<file path="config.mk">
export PLATFORM = sky130hd
export DESIGN_NAME = single_precision_float_alu
export DESIGN_NICKNAME = d
export VERILOG_FILES = /design/src/rtl/spfa_pkg.sv /design/src/rtl/spfa_core.sv /design/src/rtl/single_precision_float_alu.sv
export SDC_FILE = /design/constraint.sdc
export NUM_CORES = 1
export LEC_CHECK = 0
export CAP_MARGIN = 20
export CELL_PAD_IN_SITES_DETAIL_PLACEMENT = 1
export CELL_PAD_IN_SITES_GLOBAL_PLACEMENT = 2
export CORE_UTILIZATION = 40
export DETAILED_ROUTE_END_ITERATION = 10
export DONT_BUFFER_PORTS = 1
export GPL_TIMING_DRIVEN = 1
export PLACE_DENSITY = 0.84
export SLEW_MARGIN = 10
export SYNTH_ARGS = -nofsm -noshare
export SYNTH_HDL_FRONTEND = slang
export SYNTH_SLANG_ARGS = --single-unit
</file>
<file path="constraint.sdc">
create_clock -name clk_i -period 6.94 [get_ports clk_i]
set_input_delay 0.347 -clock clk_i [delete_from_list [all_inputs] [get_ports clk_i]]
set_output_delay 0.347 -clock clk_i [all_outputs]
set_load 0.005 [all_outputs]
</file>
<file path="src/rtl/spfa_pkg.sv">
package spfa_pkg;

  localparam logic [2:0] KIND_ADD = 3'd0;
  localparam logic [2:0] KIND_MUL = 3'd1;
  localparam logic [2:0] KIND_CMP = 3'd2;
  localparam logic [2:0] KIND_FLT = 3'd3;
  localparam logic [2:0] KIND_FIX = 3'd4;

  localparam logic [1:0] ST_OK = 2'd0;
  localparam logic [1:0] ST_OVF = 2'd1;
  localparam logic [1:0] ST_UNF = 2'd2;

  localparam logic [31:0] SIGN_BIT = 32'h8000_0000;
  localparam logic [31:0] FRAC_MASK = 32'h007f_ffff;
  localparam logic [31:0] HIDDEN = 32'h0080_0000;
  localparam logic [31:0] CARRY_MASK = 32'hfe00_0000;
  localparam logic [31:0] TOP_BYTE = 32'hff00_0000;
  localparam logic [9:0] BIAS = 10'd127;
  localparam logic [9:0] FLOAT_EXP = 10'd150;
  localparam logic [9:0] FIX_TOP = 10'd157;
  localparam logic [9:0] FIX_LOW = 10'd119;

  // Mantissa with the hidden bit when the exponent field is nonzero.
  function automatic logic [23:0] mant_of(input logic [31:0] w);
    mant_of = {(w[30:23] != 8'd0), w[22:0]};
  endfunction

  // Signed exponent to status code.
  function automatic logic [1:0] exp_status(input logic [9:0] e);
    if (e[9]) begin
      exp_status = ST_UNF;
    end else if (e > 10'd254) begin
      exp_status = ST_OVF;
    end else begin
      exp_status = ST_OK;
    end
  endfunction

endpackage

</file>
<file path="src/rtl/spfa_core.sv">
module spfa_core import spfa_pkg::*; (
  input  logic        clk_i,
  input  logic        rst_ni,
  input  logic        start_i,
  input  logic [2:0]  kind_i,
  input  logic [31:0] operand_a_i,
  input  logic [31:0] operand_b_i,
  input  logic        round_up_i,
  output logic        busy_o,
  output logic        done_o,
  output logic [31:0] result_o,
  output logic [1:0]  status_o
);

  localparam logic [2:0] S_IDLE = 3'd0;
  localparam logic [2:0] S_ALIGN = 3'd1;
  localparam logic [2:0] S_MUL = 3'd2;
  localparam logic [2:0] S_NORMR = 3'd3;
  localparam logic [2:0] S_NORML = 3'd4;
  localparam logic [2:0] S_FIXSH = 3'd5;
  localparam logic [2:0] S_DONE = 3'd6;

  logic [2:0] state_q, state_d;
  logic [2:0] kind_q, kind_d;
  logic [63:0] acc_q, acc_d;     // main accumulator / shifting value
  logic [31:0] mb_q, mb_d;       // shifted operand or multiplicand
  logic [23:0] mr_q, mr_d;       // multiplier bits
  logic [9:0] e_q, e_d;
  logic [9:0] cnt_q, cnt_d;
  logic sign_q, sign_d;
  logic sa_q, sa_d, sb_q, sb_d;
  logic rnd_q, rnd_d;
  logic [31:0] res_q, res_d;
  logic [1:0] st_q, st_d;

  logic [9:0] ea, eb, diff;
  logic [31:0] sum32, ma_s, mb_s, neg_in;

  assign ea = {2'b0, operand_a_i[30:23]};
  assign eb = {2'b0, operand_b_i[30:23]};
  assign diff = ea - eb;
  assign neg_in = 32'd0 - operand_a_i;

  // Signed sum used by add and compare after alignment.
  always_comb begin
    if (kind_q == KIND_CMP && rnd_q) begin
      // Swapped compare: acc holds b and mb holds a, so still form a - b.
      ma_s = sb_q ? 32'd0 - mb_q : mb_q;
      mb_s = sa_q ? acc_q[31:0] : 32'd0 - acc_q[31:0];
    end else if (kind_q == KIND_CMP) begin
      ma_s = sa_q ? 32'd0 - acc_q[31:0] : acc_q[31:0];
      mb_s = sb_q ? mb_q : 32'd0 - mb_q;
    end else begin
      ma_s = sa_q ? 32'd0 - acc_q[31:0] : acc_q[31:0];
      mb_s = sb_q ? 32'd0 - mb_q : mb_q;
    end
    sum32 = ma_s + mb_s;
  end

  // Sequencer: one shift or add step per cycle.
  always_comb begin
    state_d = state_q;
    kind_d = kind_q;
    acc_d = acc_q;
    mb_d = mb_q;
    mr_d = mr_q;
    e_d = e_q;
    cnt_d = cnt_q;
    sign_d = sign_q;
    sa_d = sa_q;
    sb_d = sb_q;
    rnd_d = rnd_q;
    res_d = res_q;
    st_d = st_q;
    unique case (state_q)
      S_IDLE: begin
        if (start_i) begin
          kind_d = kind_i;
          sa_d = operand_a_i[31];
          sb_d = operand_b_i[31];
          rnd_d = round_up_i;
          st_d = ST_OK;
          res_d = 32'd0;
          state_d = S_DONE;
          unique case (kind_i)
            KIND_ADD, KIND_CMP: begin
              // Put the larger-exponent operand unshifted; the count is |d|.
              if (diff[9]) begin
                acc_d = {32'd0, 8'd0, mant_of(operand_b_i)};
                mb_d = {8'd0, mant_of(operand_a_i)};
                sa_d = operand_b_i[31];
                sb_d = operand_a_i[31];
                cnt_d = 10'd0 - diff;
                e_d = eb;
              end else begin
                acc_d = {32'd0, 8'd0, mant_of(operand_a_i)};
                mb_d = {8'd0, mant_of(operand_b_i)};
                cnt_d = diff;
                e_d = ea;
              end
              if (kind_i == KIND_ADD) begin
                acc_d = {acc_d[62:0], 1'b0};
                mb_d = {mb_d[30:0], 1'b0};
              end
              if (diff[9] && kind_i == KIND_CMP) begin
                // Swapped compare: keep roles as a - b by flagging swap in rnd.
                rnd_d = 1'b1;
              end else if (kind_i == KIND_CMP) begin
                rnd_d = 1'b0;
              end
              state_d = S_ALIGN;
            end
            KIND_MUL: begin
              acc_d = 64'd0;
              mb_d = {8'd0, mant_of(operand_a_i)};
              mr_d = mant_of(operand_b_i);
              e_d = ea + eb - BIAS;
              sign_d = operand_a_i[31] ^ operand_b_i[31];
              cnt_d = 10'd24;
              state_d = S_MUL;
            end
            KIND_FLT: begin
              sign_d = operand_a_i[31];
              acc_d = {32'd0, operand_a_i[31] ? neg_in : operand_a_i};
              e_d = FLOAT_EXP;
              if (operand_a_i == 32'd0) begin
                state_d = S_DONE;
              end else begin
                state_d = S_NORMR;
              end
            end
            KIND_FIX: begin
              sign_d = operand_a_i[31];
              if (ea == 10'd0) begin
                res_d = operand_a_i[31] ? 32'd0 - {1'b0, operand_a_i[30:0]}
                                        : {1'b0, operand_a_i[30:0]};
              end else if (ea < FIX_LOW) begin
                res_d = 32'd0;
              end else if (ea > FIX_TOP) begin
                res_d = operand_a_i[31] ? SIGN_BIT : ~SIGN_BIT;
                st_d = ST_OVF;
              end else begin
                acc_d = {32'd0, 1'b1, operand_a_i[22:0], 8'd0};
                cnt_d = FIX_TOP - ea;
                state_d = S_FIXSH;
              end
            end
            default: begin
              state_d = S_DONE;
            end
          endcase
        end
      end
      S_ALIGN: begin
        // Shift the smaller operand right one bit per cycle (cleared if over 24), then sum.
        if (cnt_q > 10'd24) begin
          mb_d = 32'd0;
          cnt_d = 10'd0;
        end else if (cnt_q != 10'd0) begin
          mb_d = mb_q >> 1;
          cnt_d = cnt_q - 10'd1;
        end else if (kind_q == KIND_CMP) begin
          if (sum32[31]) begin
            res_d = 32'hffff_ffff;
          end else begin
            res_d = (sum32 != 32'd0) ? 32'd1 : 32'd0;
          end
          state_d = S_DONE;
        end else begin
          sign_d = sum32[31];
          acc_d = {32'd0, sum32[31] ? 32'd0 - sum32 : sum32};
          state_d = S_NORMR;
        end
      end
      S_MUL: begin
        // Shift-add: one multiplier bit per cycle, LSB first.
        acc_d = {1'b0, acc_q[63:1]};
        if (mr_q[0]) begin
          acc_d[63:31] = {1'b0, acc_q[63:32]} + {1'b0, mb_q};
        end
        mr_d = mr_q >> 1;
        cnt_d = cnt_q - 10'd1;
        if (cnt_q == 10'd1) begin
          // acc now holds the product shifted left by 8; one more bit gives the <<9 window.
          acc_d = {acc_d[62:0], 1'b0};
          state_d = S_NORMR;
        end
      end
      S_NORMR: begin
        // Right normalize while above the mantissa window.
        if (kind_q == KIND_MUL) begin
          if (acc_q[63:56] != 8'd0) begin
            acc_d = acc_q >> 1;
            e_d = e_q + 10'd1;
          end else if (acc_q == 64'd0) begin
            res_d = {sign_q, 31'd0};
            state_d = S_DONE;
          end else begin
            state_d = S_NORML;
          end
        end else if (kind_q == KIND_FLT) begin
          if ((acc_q[31:0] & TOP_BYTE) != 32'd0) begin
            acc_d = acc_q >> 1;
            e_d = e_q + 10'd1;
          end else begin
            state_d = S_NORML;
          end
        end else begin
          if ((acc_q[31:0] & CARRY_MASK) != 32'd0) begin
            acc_d = acc_q >> 1;
            e_d = e_q + 10'd1;
          end else if (acc_q[31:0] == 32'd0) begin
            res_d = {sign_q, 31'd0};
            state_d = S_DONE;
          end else begin
            state_d = S_NORML;
          end
        end
      end
      S_NORML: begin
        // Left normalize one bit per cycle, then pack.
        if (kind_q == KIND_MUL) begin
          if (!acc_q[55]) begin
            acc_d = acc_q << 1;
            e_d = e_q - 10'd1;
          end else begin
            res_d = {sign_q, e_q[7:0], acc_q[54:32]};
            st_d = exp_status(e_q);
            state_d = S_DONE;
          end
        end else if (kind_q == KIND_FLT) begin
          if (!acc_q[23]) begin
            acc_d = acc_q << 1;
            e_d = e_q - 10'd1;
          end else begin
            res_d = {sign_q, e_q[7:0], acc_q[22:0]};
            state_d = S_DONE;
          end
        end else begin
          if (!acc_q[24]) begin
            acc_d = acc_q << 1;
            e_d = e_q - 10'd1;
          end else begin
            res_d = {sign_q, e_q[7:0], acc_q[23:1]};
            st_d = exp_status(e_q);
            state_d = S_DONE;
          end
        end
      end
      S_FIXSH: begin
        if (cnt_q != 10'd0) begin
          acc_d = acc_q >> 1;
          cnt_d = cnt_q - 10'd1;
        end else begin
          mb_d = (acc_q[31:0] + {31'd0, rnd_q}) >> 1;
          res_d = sign_q ? 32'd0 - ((acc_q[31:0] + {31'd0, rnd_q}) >> 1)
                         : (acc_q[31:0] + {31'd0, rnd_q}) >> 1;
          state_d = S_DONE;
        end
      end
      S_DONE: begin
        state_d = S_IDLE;
      end
      default: begin
        state_d = S_IDLE;
      end
    endcase
  end

  always_ff @(posedge clk_i or negedge rst_ni) begin
    if (!rst_ni) begin
      state_q <= S_IDLE;
    end else begin
      state_q <= state_d;
    end
  end

  always_ff @(posedge clk_i) begin
    kind_q <= kind_d;
    acc_q <= acc_d;
    mb_q <= mb_d;
    mr_q <= mr_d;
    e_q <= e_d;
    cnt_q <= cnt_d;
    sign_q <= sign_d;
    sa_q <= sa_d;
    sb_q <= sb_d;
    rnd_q <= rnd_d;
    res_q <= res_d;
    st_q <= st_d;
  end

  assign busy_o = (state_q != S_IDLE);
  assign done_o = (state_q == S_DONE);
  assign result_o = res_q;
  assign status_o = st_q;

endmodule

</file>
<file path="src/rtl/single_precision_float_alu.sv">
// The multiply (24 shift-add steps plus normalization) is the longest operation from the
// accepting edge to the result strobe.
// One request at a time; busy is high through the result strobe cycle,
// so the next request is taken in the cycle after the strobe at the earliest.
// Result appears for one cycle with done_o; the receiver cannot stall.
// Reset (rst_ni low, asynchronous) returns the sequencer to idle.
module single_precision_float_alu import spfa_pkg::*; (
  input  logic        clk_i,
  input  logic        rst_ni,
  input  logic        start,
  output logic        busy,
  input  logic [2:0]  kind_i,
  input  logic [31:0] operand_a_i,
  input  logic [31:0] operand_b_i,
  input  logic        round_up_i,
  output logic        done_o,
  output logic [31:0] result_o,
  output logic [1:0]  status_o
);

  // Sequenced datapath.
  spfa_core u_core (
    .clk_i       (clk_i),
    .rst_ni      (rst_ni),
    .start_i     (start),
    .kind_i      (kind_i),
    .operand_a_i (operand_a_i),
    .operand_b_i (operand_b_i),
    .round_up_i  (round_up_i),
    .busy_o      (busy),
    .done_o      (done_o),
    .result_o    (result_o),
    .status_o    (status_o)
  );

endmodule

</file>
=== Yosys cells after proc, flatten, opt, wreduce, memory -nomap -nowiden ===
Cells that the tools add are included.

* Add/sub/neg operators: 17
* Multipliers: 0
* Divide/modulo/power cells: 0
* $lt $le $gt $ge: 4
* Eq/ne operators: 51
* Shifts and indexed selects: 0
* Mux-type cells: 142
* Bitwise operators: 1
* Reduce and logical (&&, ||, !) cells: 40

{| class="wikitable"
|+ Operators with widths
! operator !! count
|-
| $mux W64 || 19
|-
| $mux W32 || 37
|-
| $pmux W64 S6 || 1
|-
| $pmux W64 S4 || 1
|-
| $mux W10 || 18
|-
| $pmux W32 S5 || 1
|-
| $sub A1 B32 Y32 const A || 4
|-
| $mux W24 || 4
|-
| $pmux W32 S3 || 1
|-
| $reduce_bool A32 Y1 || 3
|-
| $pmux W10 S3 || 3
|-
| $logic_not A32 Y1 || 2
|-
| $logic_not A64 Y1 || 1
|-
| $pmux W32 S2 || 1
|-
| $sub A1 B31 Y32 const A || 2
|-
| $mux W3 || 19
|-
| $mux W25 || 2
|-
| $pmux W24 S2 || 1
|-
| $reduce_and A16 Y1 || 3
|-
| $pmux W10 S4 || 1
|-
| $add A32 B32 Y33 || 1
|-
| $mux W33 || 1
|-
| $add A32 B1 Y32 || 1
|-
| $add A32 B32 Y32 || 1
|-
| 53 further kinds || 127
|}

* Register bits: 184
* Latch bits: 0
* Memory bits (writable): 0
* Bits in read-only memories: 0
* Input bits: 71
* Output and inout bits: 36
* Word-level logic and storage cells: 272
* Memories: 0

=== Longest topological paths before layout ===
* Word-level depth: 12
* Gate-level depth with buffers: 26
* Mapped depth without buffers: 23

=== Worst setup path before layout ===
OpenSTA, ideal clock, no wires.

* Kind: flip-flop to flip-flop
* Start: register u_core.acc_q[1]
* End: register u_core.acc_q[30], data pin
* Setup time: 0.267 ns
* Data arrival time: 5.611 ns
* Data required time: 6.673 ns
* Slack: 1.062 ns
* Stages on the path, launching flop included: 22
* Path buffers: 2
* Clock period less this slack: 5.878 ns
* Cell sequence: edfxtp_1 buf_6 or4_4 or4_1 buf_2 or3_1 nor4_1 a21oi_1 xnor2_1 a21oi_1 ha_1 a21oi_1 o21ai_0 or4_1 o32ai_1 o21bai_1 or4b_1 nor3_2 nand4_1 o41ai_1 xor2_1 o21ai_1

* Word-level cells in the longest chain between the ends: 10
* Elaborated cells between the ends (all ways): 12
* Those cells by class: add/sub: 3; mux: 9

{| class="wikitable"
|+ Ends and longest elaborated chain
! item !! line !! source
|-
| start, declared || spfa_core.sv:25 || <nowiki>logic [63:0] acc_q, acc_d;</nowiki>
|-
| start signal, assigned || spfa_core.sv:280 || <nowiki>acc_q <= acc_d;</nowiki>
|-
| $sub A1 B32 Y32 || spfa_core.sv:49, spfa_core.sv:51, spfa_core.sv:54 ||
|-
| $mux W32, on equally long branches || spfa_core.sv:51, spfa_core.sv:54, spfa_core.sv:49 ||
|-
| $mux W32 || spfa_core.sv:46 || <nowiki>if (kind_q == KIND_CMP && rnd_q) begin</nowiki>
|-
| $add A32 B32 Y32 (*) || spfa_core.sv:57 || <nowiki>sum32 = ma_s + mb_s;</nowiki>
|-
| $sub A1 B32 Y32 || spfa_core.sv:171 || <nowiki>acc_d = {32'd0, sum32[31] ? 32'd0 - sum32 : sum32};</nowiki>
|-
| $mux W32 (*) || spfa_core.sv:171 ||
|-
| $mux W64 (*) || spfa_core.sv:162 || <nowiki>end else if (kind_q == KIND_CMP) begin</nowiki>
|-
| $mux W64 (*) || spfa_core.sv:159 || <nowiki>end else if (cnt_q != 10'd0) begin</nowiki>
|-
| $mux W64 (*) || spfa_core.sv:156 || <nowiki>if (cnt_q > 10'd24) begin</nowiki>
|-
| $pmux W64 S6 (*) || spfa_core.sv:75 || <nowiki>unique case (state_q)</nowiki>
|-
| via u_core.acc_d[30] || spfa_core.sv:25 ||
|}

Mark *: on every way through the listed nets, which the timed path passes. The rest lies on a longest branch. The select of a mux whose other input is x is not followed.
A chain may end at the register's enable or synchronous reset.

=== Final worst setup path ===
* Start: register u_core.mb_q[0]
* End: register u_core.res_q[23] (netlist: u_core.result_o[23]), data pin

* Word-level cells in the longest chain between the ends: 10
* Elaborated cells between the ends (all ways): 12
* Those cells by class: add/sub: 2; mux: 10

{| class="wikitable"
|+ Ends and longest elaborated chain
! item !! line !! source
|-
| start, declared || spfa_core.sv:26 || <nowiki>logic [31:0] mb_q, mb_d;</nowiki>
|-
| start signal, assigned || spfa_core.sv:281 || <nowiki>mb_q <= mb_d;</nowiki>
|-
| $sub A1 B32 Y32 || spfa_core.sv:48, spfa_core.sv:52, spfa_core.sv:55 ||
|-
| $mux W32, on equally long branches || spfa_core.sv:48, spfa_core.sv:55, spfa_core.sv:52 ||
|-
| $mux W32 || spfa_core.sv:50 || <nowiki>end else if (kind_q == KIND_CMP) begin</nowiki>
|-
| $mux W32 || spfa_core.sv:46 ||
|-
| $add A32 B32 Y32 (*) || spfa_core.sv:57 ||
|-
| $mux W32 (*) || spfa_core.sv:163 || <nowiki>if (sum32[31]) begin</nowiki>
|-
| $mux W32 (*) || spfa_core.sv:162 ||
|-
| $mux W32 (*) || spfa_core.sv:159 ||
|-
| $mux W32 (*) || spfa_core.sv:156 ||
|-
| $pmux W32 S5 (*) || spfa_core.sv:75 ||
|-
| via u_core.res_d[23] || spfa_core.sv:33 || <nowiki>logic [31:0] res_q, res_d;</nowiki>
|-
| end signal, assigned || spfa_core.sv:289 || <nowiki>res_q <= res_d;</nowiki>
|-
| end, declared || spfa_core.sv:33 ||
|}

Marked as above.

==> impl_metrics.csv <==
group,metric,value,unit
hold_path,hp-class,"input pin to flop",
final_layout,final_common_cell,"nand2_1",
final_layout,final_area,0.0243,mm²
die,num_io_pins,107,
power,p_leak,0.00924,µW
die,start_util,0.404,
clocking,clockBufferDepth,2,
clocking,cts_setup_buffers,0,
timing,rsz0062_at_grt,"false",
timing,slew_viol_final,0,
timing,fin_skew,0.0235,ns
final_layout,drive_gt1_frac,0.0689,
timing,fin_crit,6.53,ns
clocking,htree_levels,4,
logic_synthesis,yosys_warnings,0,
worst_setup_path,setup.worst_path.end_class,"flop",
status,status,"finished, final reports clean",
clocking,cts.sinks,183,
hold_path,min_to,"u_core.mr_q[21]",
timing,maxSlewHeadroom,0.106,
logic_synthesis,postSynthCellCount,3008,
die,die_area,0.0580,mm²
logic_synthesis,synthArstFlopShare,0.0164,
placement,placed_area,0.0236,mm²
die,rows,87,
clocking,clkTransAtPathRegs,0.09,ns
route,drt_iter0_drc,2854,
logic_synthesis,syn_area_per_cell,7.58,µm²
route,vias,24700,
worst_setup_path,reg2reg_to,"u_core.result_o[23]",
timing,hold_viol_final,0,
power,p_per_area,662,mW/mm²
timing,finalCritPeriodShare,0.940,
logic_synthesis,ys_seq_area_frac,0.240,
logic_synthesis,ys_types,90,
route,wl_per_cell,29.6,µm
logic_synthesis,synth_seq_cells,183,
route,drtPass1Iterations,7,
clocking,clock_latency,0.50,ns
timing,fin_hold_ws,0.0355,ns
logic_synthesis,synth-edff-count,180,
final_layout,nets,3065,
route,wirelength,108,mm
worst_setup_path,cp_data_arrival_time,6.76,ns
worst_setup_path,startpoint_type,"flop",
logic_synthesis,synth_ff_type,"edfxtp_1",
timing,final-setup-viol-count,0,
timing,tightest_slew,1.34,ns
flow_run,max_cap_viol_count,0,
timing,max_clock_freq,153,MHz
clocking,cts-buffers-inserted,17,
worst_setup_path,r2r_cells,23,
final_layout,layout_common_cells,"nand2_1, a21oi_1, nor2_1",
placement,dp_hpwl,84.1,mm
logic_synthesis,syn_nets,3183,
route,drc_errors,0,
worst_setup_path,reg2reg_setup_slack,0.41,ns
clocking,cts-root-buf,"clkbuf_16",
placement,port_buffers,0,
route,vias_per_cell,6.76,
worst_setup_path,required,7.17,ns
hold_path,whs_path_depth,2,
hold_path,hp-start,"operand_b_i[21]",
logic_synthesis,syn_area,0.0228,mm²
final_layout,diodes,0,
final_layout,area_growth,6.48,%
global_routing,grt_antenna_before_repair,0,
worst_setup_path,critPathMaxFanout,27,
power,ir_drop,0.280,mV
placement,routabilityCongestion,0.973,
global_routing,grt_first_pass_wirelength,159,mm
worst_setup_path,crit_type,"flop to flop",
die,dieHeight,241,µm
route,postRouteAntennaNets,0,
timing,fin_setup_tns,0,ns
global_routing,grt_max_degree,59,
worst_setup_path,r2r_start,"u_core.mb_q[0]",
die,die_w,241,µm
global_routing,grt_pass1_vias,24000,
die,fp.coreArea,0.0564,mm²
global_routing,grt.total_usage,0.370,
clocking,cts_tree,"done",
global_routing,overflow,0,
==> power breakdown <==
group | internal [µW] | switching, µW | total (µW)
Combinational | 4170 | 7850 | 12000
Clock | 521 | 535 | 1060
Sequential | 2170 | 830 | 3000
Total | 6860 | 9210 | 16100
==> critical path, stage by stage, from the launching register on <==
cell	delay (ns)
edfxtp_1	0.44
inv_1	0.09
ha_1	0.19
nand2_1	0.14
or2_2	0.33
or3_1	0.51
or4_1	0.56
or4_1	0.49
o21ai_0	0.23
xnor2_1	0.15
nor2_1	0.06
a21oi_1	0.14
ha_1	0.31
a21o_1	0.23
a21o_1	0.18
a21oi_1	0.18
o21a_1	0.14
o221ai_1	0.17
o31ai_2	0.43
nor3_2	0.12
or2_2	0.49
nand2_2	0.13
buf_4	0.35
o2111ai_1	0.19
==> layer usage <==
metal / share of wire / GRT usage / vias to the layer above
li1: - / - / 10900
met1: 0.42 / 0.501 / 12400
met2: 0.43 / 0.559 / 1284
met3: 0.10 / 0.0970 / 202
met4: 0.039 / 0.144 / 0
met5: 0 / 0 / -
==> area by class of cell <==
type	count	area, µm²
Fill cell	6986	32100
Multi-Input combinational cell	2529	16300
Sequential cell	183	5480
Tap cell	756	946
Timing Repair Buffer	98	758
Clock buffer	18	439
Inverter	61	229
Clock inverter	14	159
==> worst max-delay path by stage <==
stage                         start                  end  slack (ns)
floorplan           u_core.acc_q[1]     u_core.acc_q[30]        1.06
global placement     u_core.mb_q[0]     u_core.acc_q[14]        0.43
detailed placement   u_core.mb_q[0]  u_core.result_o[23]        0.30
CTS                  u_core.mb_q[0]     u_core.acc_q[14]        0.28
global route         u_core.mb_q[0]  u_core.result_o[23]        0.01
finish               u_core.mb_q[0]  u_core.result_o[23]        0.41
==> cells in the mapped netlist, drive strengths merged, types with 34 or more instances <==
master | count | area [µm²]
nand2 | 406 | 1530
a21oi | 283 | 1420
nor2 | 260 | 978
o21ai | 221 | 1110
clkbuf | 202 | 758
edfxtp | 180 | 5410
xnor2 | 169 | 1480
xor2 | 137 | 1200
ha | 99 | 1240
mux2i | 80 | 801
nor3 | 80 | 427
inv | 60 | 225
a221oi | 58 | 508
nand3 | 54 | 275
a21o | 50 | 375
o31ai | 41 | 308
o22ai | 39 | 244
a211oi | 34 | 265
==> cells by family (layout without fill, tap and decap cells) <==
group	after synthesis	in the layout	synth area share
AND/OR/NAND/NOR	1052	1052	0.215
AO/OA/AOI/OAI	976	976	0.277
XOR/XNOR	306	306	0.118
buffers and inverters	296	191	0.0505
flip-flops	183	183	0.240
adder cells (fa/ha/maj)	104	104	0.0587
multiplexers	91	91	0.0406
==> sequential cells by signal (all words and copies together), names as in the netlist <==
register / flops
u_core.state_q: 3
u_core.result_o: 32
u_core.sb_q: 1
u_core.status_o: 2
u_core.kind_q: 3
u_core.sa_q: 1
u_core.e_q: 10
u_core.cnt_q: 10
u_core.rnd_q: 1
u_core.mr_q: 24
u_core.acc_q: 64
u_core.mb_q: 31
u_core.sign_q: 1
==> stage by stage <==
stage,setup slack [ns],util,std cells,power [µW]
after floorplan,1.06,-,3008,10600
after global placement,0.434,0.419,3623,14200
after detailed placement,0.304,0.419,3623,14600
after CTS,0.276,0.430,3659,15700
after global routing,0.0143,0.430,3659,17000
final,0.414,0.430,3659,16100
==> repair_timing <==
action,in CTS,in global routing
resized for setup,0,8
endpoints found under the hold margin,6,0
hold buffers,4,0
endpoints found under the setup margin,0,41
Power figures use the tool's default switching activity.
